<file path="config.mk">
export PLATFORM = sky130hd
export DESIGN_NAME = fgbq_ram
export DESIGN_NICKNAME = d
export VERILOG_FILES = /design/src/feature_grid_bin_and_area_query_unit_assert.svh /design/src/fgbq_ram.sv
export SDC_FILE = /design/constraint.sdc
export NUM_CORES = 1
export LEC_CHECK = 0
export BUFFER_PORTS_ARGS = -buffer_cell sky130_fd_sc_hd__buf_4
export CORE_MARGIN = 2
export CORE_UTILIZATION = 45
export CTS_CLUSTER_SIZE = 24
export DETAILED_ROUTE_END_ITERATION = 7
export SLEW_MARGIN = 10
export SYNTH_ARGS = -nofsm -noshare
export SYNTH_HDL_FRONTEND = slang
export SYNTH_SLANG_ARGS = --single-unit
</file>
<file path="constraint.sdc">
create_clock -name i_clk -period 3.87 [get_ports i_clk]
set_input_delay 0.1935 -clock i_clk [delete_from_list [all_inputs] [get_ports i_clk]]
set_output_delay 0.1935 -clock i_clk [all_outputs]
set_load 0.03 [all_outputs]
</file>
<file path="src/feature_grid_bin_and_area_query_unit_assert.svh">
// Assertion macros for the RTL of the grid unit.
`ifndef FEATURE_GRID_BIN_AND_AREA_QUERY_UNIT_ASSERT_SVH
`define FEATURE_GRID_BIN_AND_AREA_QUERY_UNIT_ASSERT_SVH

`ifndef SYNTHESIS
`define FGBQ_ASSERT(lbl, clk, rst_n, prop) \
    lbl: assert property (@(posedge clk) disable iff (!rst_n) (prop)) \
        else $error("fgbq assertion failed");
`define FGBQ_ASSERT_IMPLY(lbl, clk, rst_n, ante, cons) \
    lbl: assert property (@(posedge clk) disable iff (!rst_n) (ante) |-> (cons)) \
        else $error("fgbq implication failed");
`else
`define FGBQ_ASSERT(lbl, clk, rst_n, prop)
`define FGBQ_ASSERT_IMPLY(lbl, clk, rst_n, ante, cons)
`endif

`endif

</file>
<file path="src/fgbq_ram.sv">
module fgbq_ram #(
    parameter int WIDTH = 8,
    parameter int DEPTH = 16
) (
    input  logic                     i_clk,
    input  logic                     i_we,
    input  logic [$clog2(DEPTH)-1:0] i_waddr,
    input  logic [WIDTH-1:0]         i_wdata,
    input  logic                     i_re,
    input  logic [$clog2(DEPTH)-1:0] i_raddr,
    output logic [WIDTH-1:0]         o_rdata
);

    logic [WIDTH-1:0] r_mem [DEPTH];

    always_ff @(posedge i_clk) begin
        if (i_we) begin
            r_mem[i_waddr] <= i_wdata;
        end
        if (i_re) begin
            o_rdata <= r_mem[i_raddr];
        end
    end

endmodule

</file>
==> impl_metrics.yaml, run 1 <==
die:
  core_area_sq_um: 11370
  start_util: 0.4598
  rows: 39
  pin_count: 27
  dieWidth_microns: 111.8
  die-area_sq_um: 12490
  die_height_microns: 111.8
cts:
  ctsResizeCount: 0
  clk-insertion-delay-late_ns: 0.41
  post_cts_buffers: 0
  root_buffer: "clkbuf_16"
  clk_path_buf_depth: 2
  cts_hold_buffers: 0
  tritoncts: "yes"
  cts_buffers: 17
  cts.sinks: 136
  htree_num_levels: 4
  cts.clk_slew.worst_paths_ns: 0.06
detailed_routing:
  firstDrtPassIters: 4
  wl_mm: 9.844
  wire_per_inst_microns: 23.33
  ant_nets: 0
  vias: 2379
  drc: 0
  vias_per_cell: 5.637
  drt_iter0_markers: 126
sta:
  max_freq_mhz: 605.1
  holdWs_ns: 0.09315
  hold_viol_final: 0
  finalClockSkew_ns: 0.007372
  setup_tns_ns: 0
  rsz0062_at_grt: "false"
  fin_crit_ns: 1.653
  finalSetupViolCount: 0
  post-route-period-util: 0.4270
  maxSlewHeadroom: 0.2606
  fin_ws_ns: 2.217
  slew_viol_final: 0
  worst_pin_slew_ns: 1.101
synthesis:
  yosysTopAreaCell: "edfxtp_1"
  syn_inst: 229
  synth.distinct_cells: 18
  synth_warnings: 0
  avgSynthCellArea_sq_um: 22.83
  ys_seq_elements: 136
  seq_area_frac_synth: 0.7812
  syn_area_sq_um: 5228
  synth.top_cell.area_share: 0.7812
  synthTopCellsByArea: "edfxtp_1 (78%), mux4_2 (7.8%), mux4_1 (7.0%), a22oi_1 (2.3%), nor2_1 (0.93%)"
  synth_fp_nets: 248
place:
  place_ws_ns: 1.809
  dpl_cell_area_sq_um: 5535
  dp_cells: 390
  port_buffers: 26
  dp_hpwl_mm: 5.905
  gp_congestion: 0.7255
critical_path:
  crit_type: "in -> reg"
  arrival_ns: 1.67
  end_kind: "flop"
  cp_cell_sequence: "buf_4 > or3b_2 > nor3_1"
  critical_path.startpoint_type: "primary input"
  cp_top_family: "simple AND/OR/NAND/NOR gates"
  worstPathRequired_ns: 3.89
  crit_buf_inv: 1
  crit_slowest_cell: "nor3_1"
  crit_fanout: 8
  cpPeakStageDelay_ns: 0.86
grt:
  grt_pass1_vias: 2481
  grtUsageTotal: 0.1709
  overflow: 0
  grt_max_degree: 33
  antenna_found_initial: 0
  grt_pass1_wl_mm: 15.12
min_path:
  hold_path.class: "in -> reg"
job:
  maxCapViolations: 0
power:
  power.ir.vdd_worst_mv: 0.3810
  leakage_uw: 0.002057
  powerDensity_nw_per_um2: 583.8
cells_and_area:
  design_area_sq_um: 6195
  diodes: 0
  drive_gt1_frac: 0.2760
  area_growth_pct: 18.50
  nNetsFinal: 285
  final_cells: 422
outcome:
  outcome: "finished, final reports clean"
-- state kept, by name, indices dropped and copies added (netlist names) --
register and cells:
r_mem 128, o_rdata 8
-- synth_stat cells, drive strengths merged --
library cell / count
edfxtp: 136
mux4: 32
a22oi: 16
nor2: 13
nand2: 9
buf: 7
nor3: 4
clkdlybuf4s25: 3
nand2b: 2
nand3b: 2
and2: 1
and2b: 1
nand3: 1
nor2b: 1
or3b: 1
-- placed cells by master (no fill, tap or decap), types with 2 or more instances in the layout --
| cell | Yosys | final |
|---|---|---|
| mux4_2 | 18 | 18 |
| bufinv_16 | 0 | 6 |
| edfxtp_1 | 136 | 136 |
| mux4_1 | 14 | 14 |
| buf_4 | 1 | 28 |
| nor3_1 | 4 | 3 |
| nor2_1 | 13 | 13 |
| clkinv_4 | 0 | 2 |
| clkinvlp_4 | 0 | 2 |
| nand2b_1 | 2 | 2 |
| clkbuf_16 | 0 | 17 |
| clkinv_2 | 0 | 2 |
| nand2_1 | 9 | 9 |
| clkbuf_1 | 0 | 2 |
| a22oi_1 | 16 | 16 |
| nand3b_1 | 2 | 2 |
-- worst paths after layout --
check / slack [ns] / endpoint / startpoint / cells after the start
min: 0.09 / r_mem[15][1] / i_wdata[1] / 1
min reg2reg: 0.76 / o_rdata[7] / r_mem[12][7] / 3
max: 2.22 / r_mem[0][2] / i_waddr[2] / 3
max reg2reg: 2.34 / o_rdata[2] / r_mem[9][2] / 3
-- power by group --
group	switching, uW	internal (uW)	leakage, uW
logic	98.0	66.7	0.000507
clock network	578	1200	0.000315
registers	8.36	1660	0.00124
total	684	2930	0.00206
-- per-stage QoR --
step	util	power, uW
after global routing	0.5448	3727
after floorplan	-	1795
final	0.5448	3616
after detailed placement	0.4868	1867
after CTS	0.5448	3643
after global placement	0.4868	1864
-- worst register-to-register path, cell delays in order, from the launching register on --
cell and delay, ns:
edfxtp_1 0.36, mux4_1 0.51, a22oi_1 0.29, nand2_1 0.10
-- per-layer routing --
metal  part of all wire  vias up  global-route usage  wire, microns
met3              0.043        7             0.04899            427
met4              0.012        0             0.06996            119
li1                   -     1056                   -              -
met1               0.46     1250              0.2450           4559
met2               0.48       66              0.2497           4738
met5                  0        -                   0              0
-- final cells by class --
| type | count | area [sq um] |
|---|---|---|
| fill | 859 | 5175 |
| clock buffer | 19 | 432.9 |
| multi-input combinational | 83 | 1062 |
| tap | 143 | 178.9 |
| clock inverter | 13 | 226.5 |
| sequential | 136 | 4084 |
| timing repair buffer | 28 | 210.2 |
-- kinds of logic (layout without fill, tap and decap cells) --
| kind of cell | count (synthesis) | after routing | synth area share |
|---|---|---|---|
| flip-flops | 136 | 136 | 0.7812 |
| AND/OR/NAND/NOR | 35 | 35 | 0.03136 |
| multiplexers | 32 | 32 | 0.1479 |
| AO/OA/AOI/OAI | 16 | 16 | 0.02298 |
| buffers and inverters | 10 | 60 | 0.01651 |
(Power assumes the default switching activity.)
==> run 2, diff against run 1 <==
- clock period: 3.87 -> 1.72 ns (I/O delays scaled with it)
==> impl_metrics.yaml, run 2 (synthesis gave the netlist of run 1 again) <==
power:
  switchingPower_uw: 1486
  power_frac_comb: 0.053
  pwr-share-seq: 0.491
  power.internal_uw: 6170
  leakage_uw: 0.002165
  power.ir.vdd_worst_mv: 0.6195
  sw_frac_of_total: 0.1941
  powerDensity_nw_per_um2: 1206
  clockPowerShare: 0.456
grt:
  grt_pass1_vias: 2527
  grt_max_degree: 25
  grt_pass1_wl_mm: 15.75
  grtUsageTotal: 0.1812
  overflow: 0
  antenna_found_initial: 0
job:
  maxCapViolations: 0
cts:
  tritoncts: "yes"
  cts_buffers: 17
  cts.sinks: 136
  root_buffer: "clkbuf_16"
  htree_num_levels: 4
  clk_path_buf_depth: 2
  cts.clk_slew.worst_paths_ns: 0.05
  ctsResizeCount: 0
  clk-insertion-delay-late_ns: 0.41
sta:
  finalClockSkew_ns: 0.006490
  post-route-period-util: 0.9378
  worst_pin_slew_ns: 0.4272
  slew_viol_final: 0
  rsz0062_at_grt: "false"
  fin_crit_ns: 1.613
  maxSlewHeadroom: 0.7152
  setup_tns_ns: 0
  max_freq_mhz: 620.0
  finalSetupViolCount: 0
  hold_viol_final: 0
die:
  die-area_sq_um: 12490
  pin_count: 27
  dieWidth_microns: 111.8
  core_area_sq_um: 11370
  die_height_microns: 111.8
  rows: 39
  start_util: 0.4598
cells_and_area:
  regArea_sq_um: 4084
  mostFrequentLayoutCells: "edfxtp_1 (136), buf_4 (46), mux4_2 (18), clkbuf_16 (17), a22oi_1 (16)"
  diodes: 0
  area_growth_pct: 21.40
  largestRegisters: "r_mem: 128 flops, o_rdata: 8 flops"
  final_common_cell: "edfxtp_1"
  multiInputGateArea_sq_um: 1057
  nNetsFinal: 312
  final_cells: 449
  largest_register_ffs: 128
  drive_gt1_frac: 0.3039
  regMostFlops: "r_mem"
  fillerInstances: 838
place:
  dp_cells: 410
  gp_congestion: 0.7505
  port_buffers: 26
  dp_hpwl_mm: 6.625
min_path:
  hold_path.class: "in -> reg"
critical_path:
  arrival_ns: 1.76
  end_kind: "flop"
  cpPeakStageDelay_ns: 0.51
  critical_path.startpoint_type: "flop"
  crit_buf_inv: 0
  crit_type: "reg -> reg"
  crit_slowest_cell: "mux4_1"
  crit_fanout: 1
  r2r_slack_ns: 0.11
  worstPathRequired_ns: 1.87
  cp_cell_sequence: "mux4_1 > a22oi_1 > nand2_1"
  cp_top_family: "multiplexers"
detailed_routing:
  vias: 2478
  drc: 0
  ant_nets: 0
  wl_mm: 10.45
  wire_per_inst_microns: 23.27
  drt_iter0_markers: 187
  vias_per_cell: 5.519
  firstDrtPassIters: 4
outcome:
  outcome: "finished, final reports clean"
run 2: cell type report:
cell class / instances / area share
tap: 143 / 0.02819
sequential: 136 / 0.6435
clock buffer: 21 / 0.06940
multi-input combinational: 83 / 0.1666
clock inverter: 11 / 0.02050
timing repair buffer: 55 / 0.07177
run 2: what timing repair did:
item | 4_1_cts | 5_1_grt
endpoints found under the hold margin | 91 | 0
buffers inserted | 0 | 0
hold buffers | 7 | 0
run 2: metal layers:
| metal | vias to the layer above | routed length, microns | track usage |
|---|---|---|---|
| li1 | 1111 | - | - |
| met1 | 1282 | 4435 | 0.2529 |
| met2 | 71 | 5221 | 0.2792 |
| met3 | 14 | 595 | 0.04083 |
| met4 | 0 | 195 | 0.07654 |
| met5 | - | 0 | 0 |
run 2: final timing paths:
check,depth (start not counted),to,from
setup / recovery,3,o_rdata[5],r_mem[9][5]
hold / removal,1,r_mem[1][3],i_wdata[3]
setup reg to reg,3,o_rdata[5],r_mem[9][5]
hold reg to reg,3,o_rdata[2],r_mem[4][2]
run 2: per-stage QoR:
step	cell area (sq um)	worst slack (ns)	util	power (uW)	hold WS, ns
floorplan	5228	0.1411	-	4039	0.1849
global placement	5705	-0.03178	0.5018	4223	0.3914
detailed placement	5705	-0.09305	0.5018	4230	0.3884
CTS	6346	0.06662	0.5582	7708	0.001552
global route	6346	0.06589	0.5582	7901	0.01477
finish	6346	0.1071	0.5582	7655	0.008379
run 2: power by group through the flow:
stage / Clock, uW / Sequential (uW) / Combinational (uW)
6_report: 3490 / 3760 / 407
5_1_grt: 3700 / 3760 / 441
4_1_cts: 3530 / 3760 / 416
3_5_place_dp: 0 / 3830 / 402
3_3_place_gp: 0 / 3830 / 397
2_1_floorplan: 0 / 3850 / 188
==> run 3, diff against run 2 <==
- ABC_AREA: default -> 1
- CELL_PAD_IN_SITES_DETAIL_PLACEMENT: default -> 0
- CELL_PAD_IN_SITES_GLOBAL_PLACEMENT: default -> 2
- CORE_UTILIZATION: 45 -> 41
- PLACE_DENSITY_LB_ADDON: default -> 0.1
==> impl_metrics.yaml, run 3 <==
critical_path:
  cp_cell_sequence: "inv_1 > nand2_1 > nand3_1 > nand3_1 > nand3_1 > nand2_1"
  crit_fanout: 1
  crit_slowest_cell: "edfxtp_1"
  r2r_slack_ns: 0.55
  crit_type: "reg -> reg"
  crit_top_cell: "nand3_1"
  r2r-start: "r_mem[11][1]"
  arrival_ns: 1.33
  cpPeakStageDelay_ns: 0.35
  worstPathRequired_ns: 1.88
  reg2reg_depth: 6
  critical_path.startpoint_type: "flop"
  r2r_end: "o_rdata[1]"
  end_kind: "flop"
  crit_path_start: "r_mem[11][1]"
cells_and_area:
  area_growth_pct: 16.82
  fillerInstances: 1306
  regMostFlops: "r_mem"
  largest_register_ffs: 128
  multiInputGateArea_sq_um: 1214
  regArea_sq_um: 4084
  nNetsFinal: 616
  diodes: 0
  drive_gt1_frac: 0.1219
  final_common_cell: "nand2_1"
  mostFrequentLayoutCells: "nand2_1 (173), edfxtp_1 (136), inv_1 (100), nand3_1 (97), buf_4 (47)"
  largestRegisters: "r_mem: 128 flops, o_rdata: 8 flops"
  design_area_sq_um: 6830
cts:
  root_buffer: "clkbuf_16"
  clk_path_buf_depth: 2
  cts.sinks: 136
  cts_buffers: 17
  tritoncts: "yes"
  cts.clk_slew.worst_paths_ns: 0.05
  htree_num_levels: 4
  clk-insertion-delay-late_ns: 0.41
  ctsResizeCount: 0
sta:
  slew_viol_final: 0
  fin_crit_ns: 1.173
  hold_viol_final: 0
  finalClockSkew_ns: 0.003843
  holdWs_ns: 0.02098
  worst_pin_slew_ns: 0.6292
  maxSlewHeadroom: 0.5801
  post-route-period-util: 0.6820
  finalSetupViolCount: 0
  max_freq_mhz: 852.5
  setup_tns_ns: 0
  rsz0062_at_grt: "false"
place:
  port_buffers: 26
  dpl_cell_area_sq_um: 6319
  dp_hpwl_mm: 8.865
  gp_congestion: 0.8183
die:
  dieWidth_microns: 123.4
  start_util: 0.4212
  rows: 43
  die_height_microns: 123.4
  die-area_sq_um: 15230
  core_area_sq_um: 13880
  pin_count: 27
synthesis:
  syn_area_sq_um: 5847
  synth.distinct_cells: 11
  avgSynthCellArea_sq_um: 10.61
  ys_seq_elements: 136
  synth_warnings: 0
  synthTopCellsByArea: "edfxtp_1 (70%), nand2_1 (11%), nand3_1 (8.3%), inv_1 (6.4%), buf_6 (1.2%)"
  synth_fp_nets: 570
  synthFlopType: "edfxtp_1"
  yosysTopAreaCell: "edfxtp_1"
  yosysMostFrequentCell: "nand2_1"
  synthTopCellsByCount: "nand2_1 (173), edfxtp_1 (136), inv_1 (100), nand3_1 (97), nor2_1 (17)"
  async_flop_share: 0
  synth.top_cell.area_share: 0.6985
  seq_area_frac_synth: 0.6985
  synth_edf_count: 136
  syn_inst: 551
detailed_routing:
  vias_per_cell: 4.859
  wire_per_inst_microns: 18.14
  wl_mm: 14.27
  firstDrtPassIters: 5
  ant_nets: 0
  drc: 0
  vias: 3824
  drt_iter0_markers: 267
grt:
  grt_pass1_vias: 3720
  antenna_found_initial: 0
  grtUsageTotal: 0.2088
  grt_pass1_wl_mm: 22.13
  overflow: 0
  grt_max_degree: 65
min_path:
  hold_start: "i_wdata[6]"
  min_to: "r_mem[10][6]"
  hold_path.class: "in -> reg"
  holdPathStages: 1
power:
  powerDensity_nw_per_um2: 1092
  leakage_uw: 0.002943
  power.ir.vdd_worst_mv: 0.5664
outcome:
  outcome: "finished, final reports clean"
job:
  maxCapViolations: 0
run 3: cell types whose count changed after synthesis, sizes merged, moves of 2 or more:
cell           previous run  this run
a22oi                    16         0
buf                       7        24
clkdlybuf4s25             3         0
inv                       0       102
mux4                     32         0
nand2                     9       173
nand2b                    2         0
nand3                     1        97
nor2                     13        17
nor3                      4         0
run 3: timing repair:
action / in CTS / in global routing
hold endpoints to repair: 8 / 0
hold buffers: 1 / 0
setup buffers: 0 / 0
run 3: cells by family after synthesis:
group | count (synthesis) | share of synthesized area
buf+inv | 126 | 0.09394
simple gates | 289 | 0.2076
flops | 136 | 0.6985
run 3: cell type report:
type,instances,share of cell area
clock inverter,6,0.007877
multi-input combinational,289,0.1777
sequential,136,0.5979
timing repair buffer,51,0.06192
inverter,102,0.05605
clock buffer,23,0.06558
tap,180,0.03297
run 3: metal layers:
| layer | vias to the layer above | GRT usage | wire length, microns |
|---|---|---|---|
| met4 | 0 | 0.07031 | 184 |
| met2 | 94 | 0.3170 | 6524 |
| met3 | 11 | 0.04059 | 622 |
| li1 | 1868 | - | - |
| met5 | - | 0 | 0 |
| met1 | 1851 | 0.3010 | 6942 |
run 3: power breakdown:
part / switching, uW / total (uW) / internal (uW)
clock network: 1240 / 3180 / 1940
logic: 359 / 521 / 162
registers: 21.0 / 3760 / 3740
total: 1620 / 7460 / 5840
run 3: how the worst max path moves through the flow:
stage / cells past startpoint / slack, ns / end
after floorplan: 2 / 0.68 / r_mem[10][0]
after global placement: 5 / 0.31 / o_rdata[1]
after detailed placement: 5 / 0.30 / o_rdata[5]
after CTS: 6 / 0.52 / o_rdata[1]
after global routing: 6 / 0.44 / o_rdata[5]
final: 6 / 0.55 / o_rdata[1]
run 3: metrics by stage:
step	util	total power (uW)	setup WS, ns	std cells
2_1_floorplan	-	4114	0.6832	551
3_3_place_gp	0.4552	4352	0.3075	757
3_5_place_dp	0.4552	4354	0.3009	757
4_1_cts	0.4921	7533	0.5221	787
5_1_grt	0.4921	7742	0.4364	787
6_report	0.4921	7457	0.5469	787
run 3: worst max-delay path: cells and delay by family, from the launching register on:
kind	cells	cell delay (ns)
AND/OR/NAND/NOR	5	0.51
flip-flops	1	0.35
buffers and inverters	1	0.06
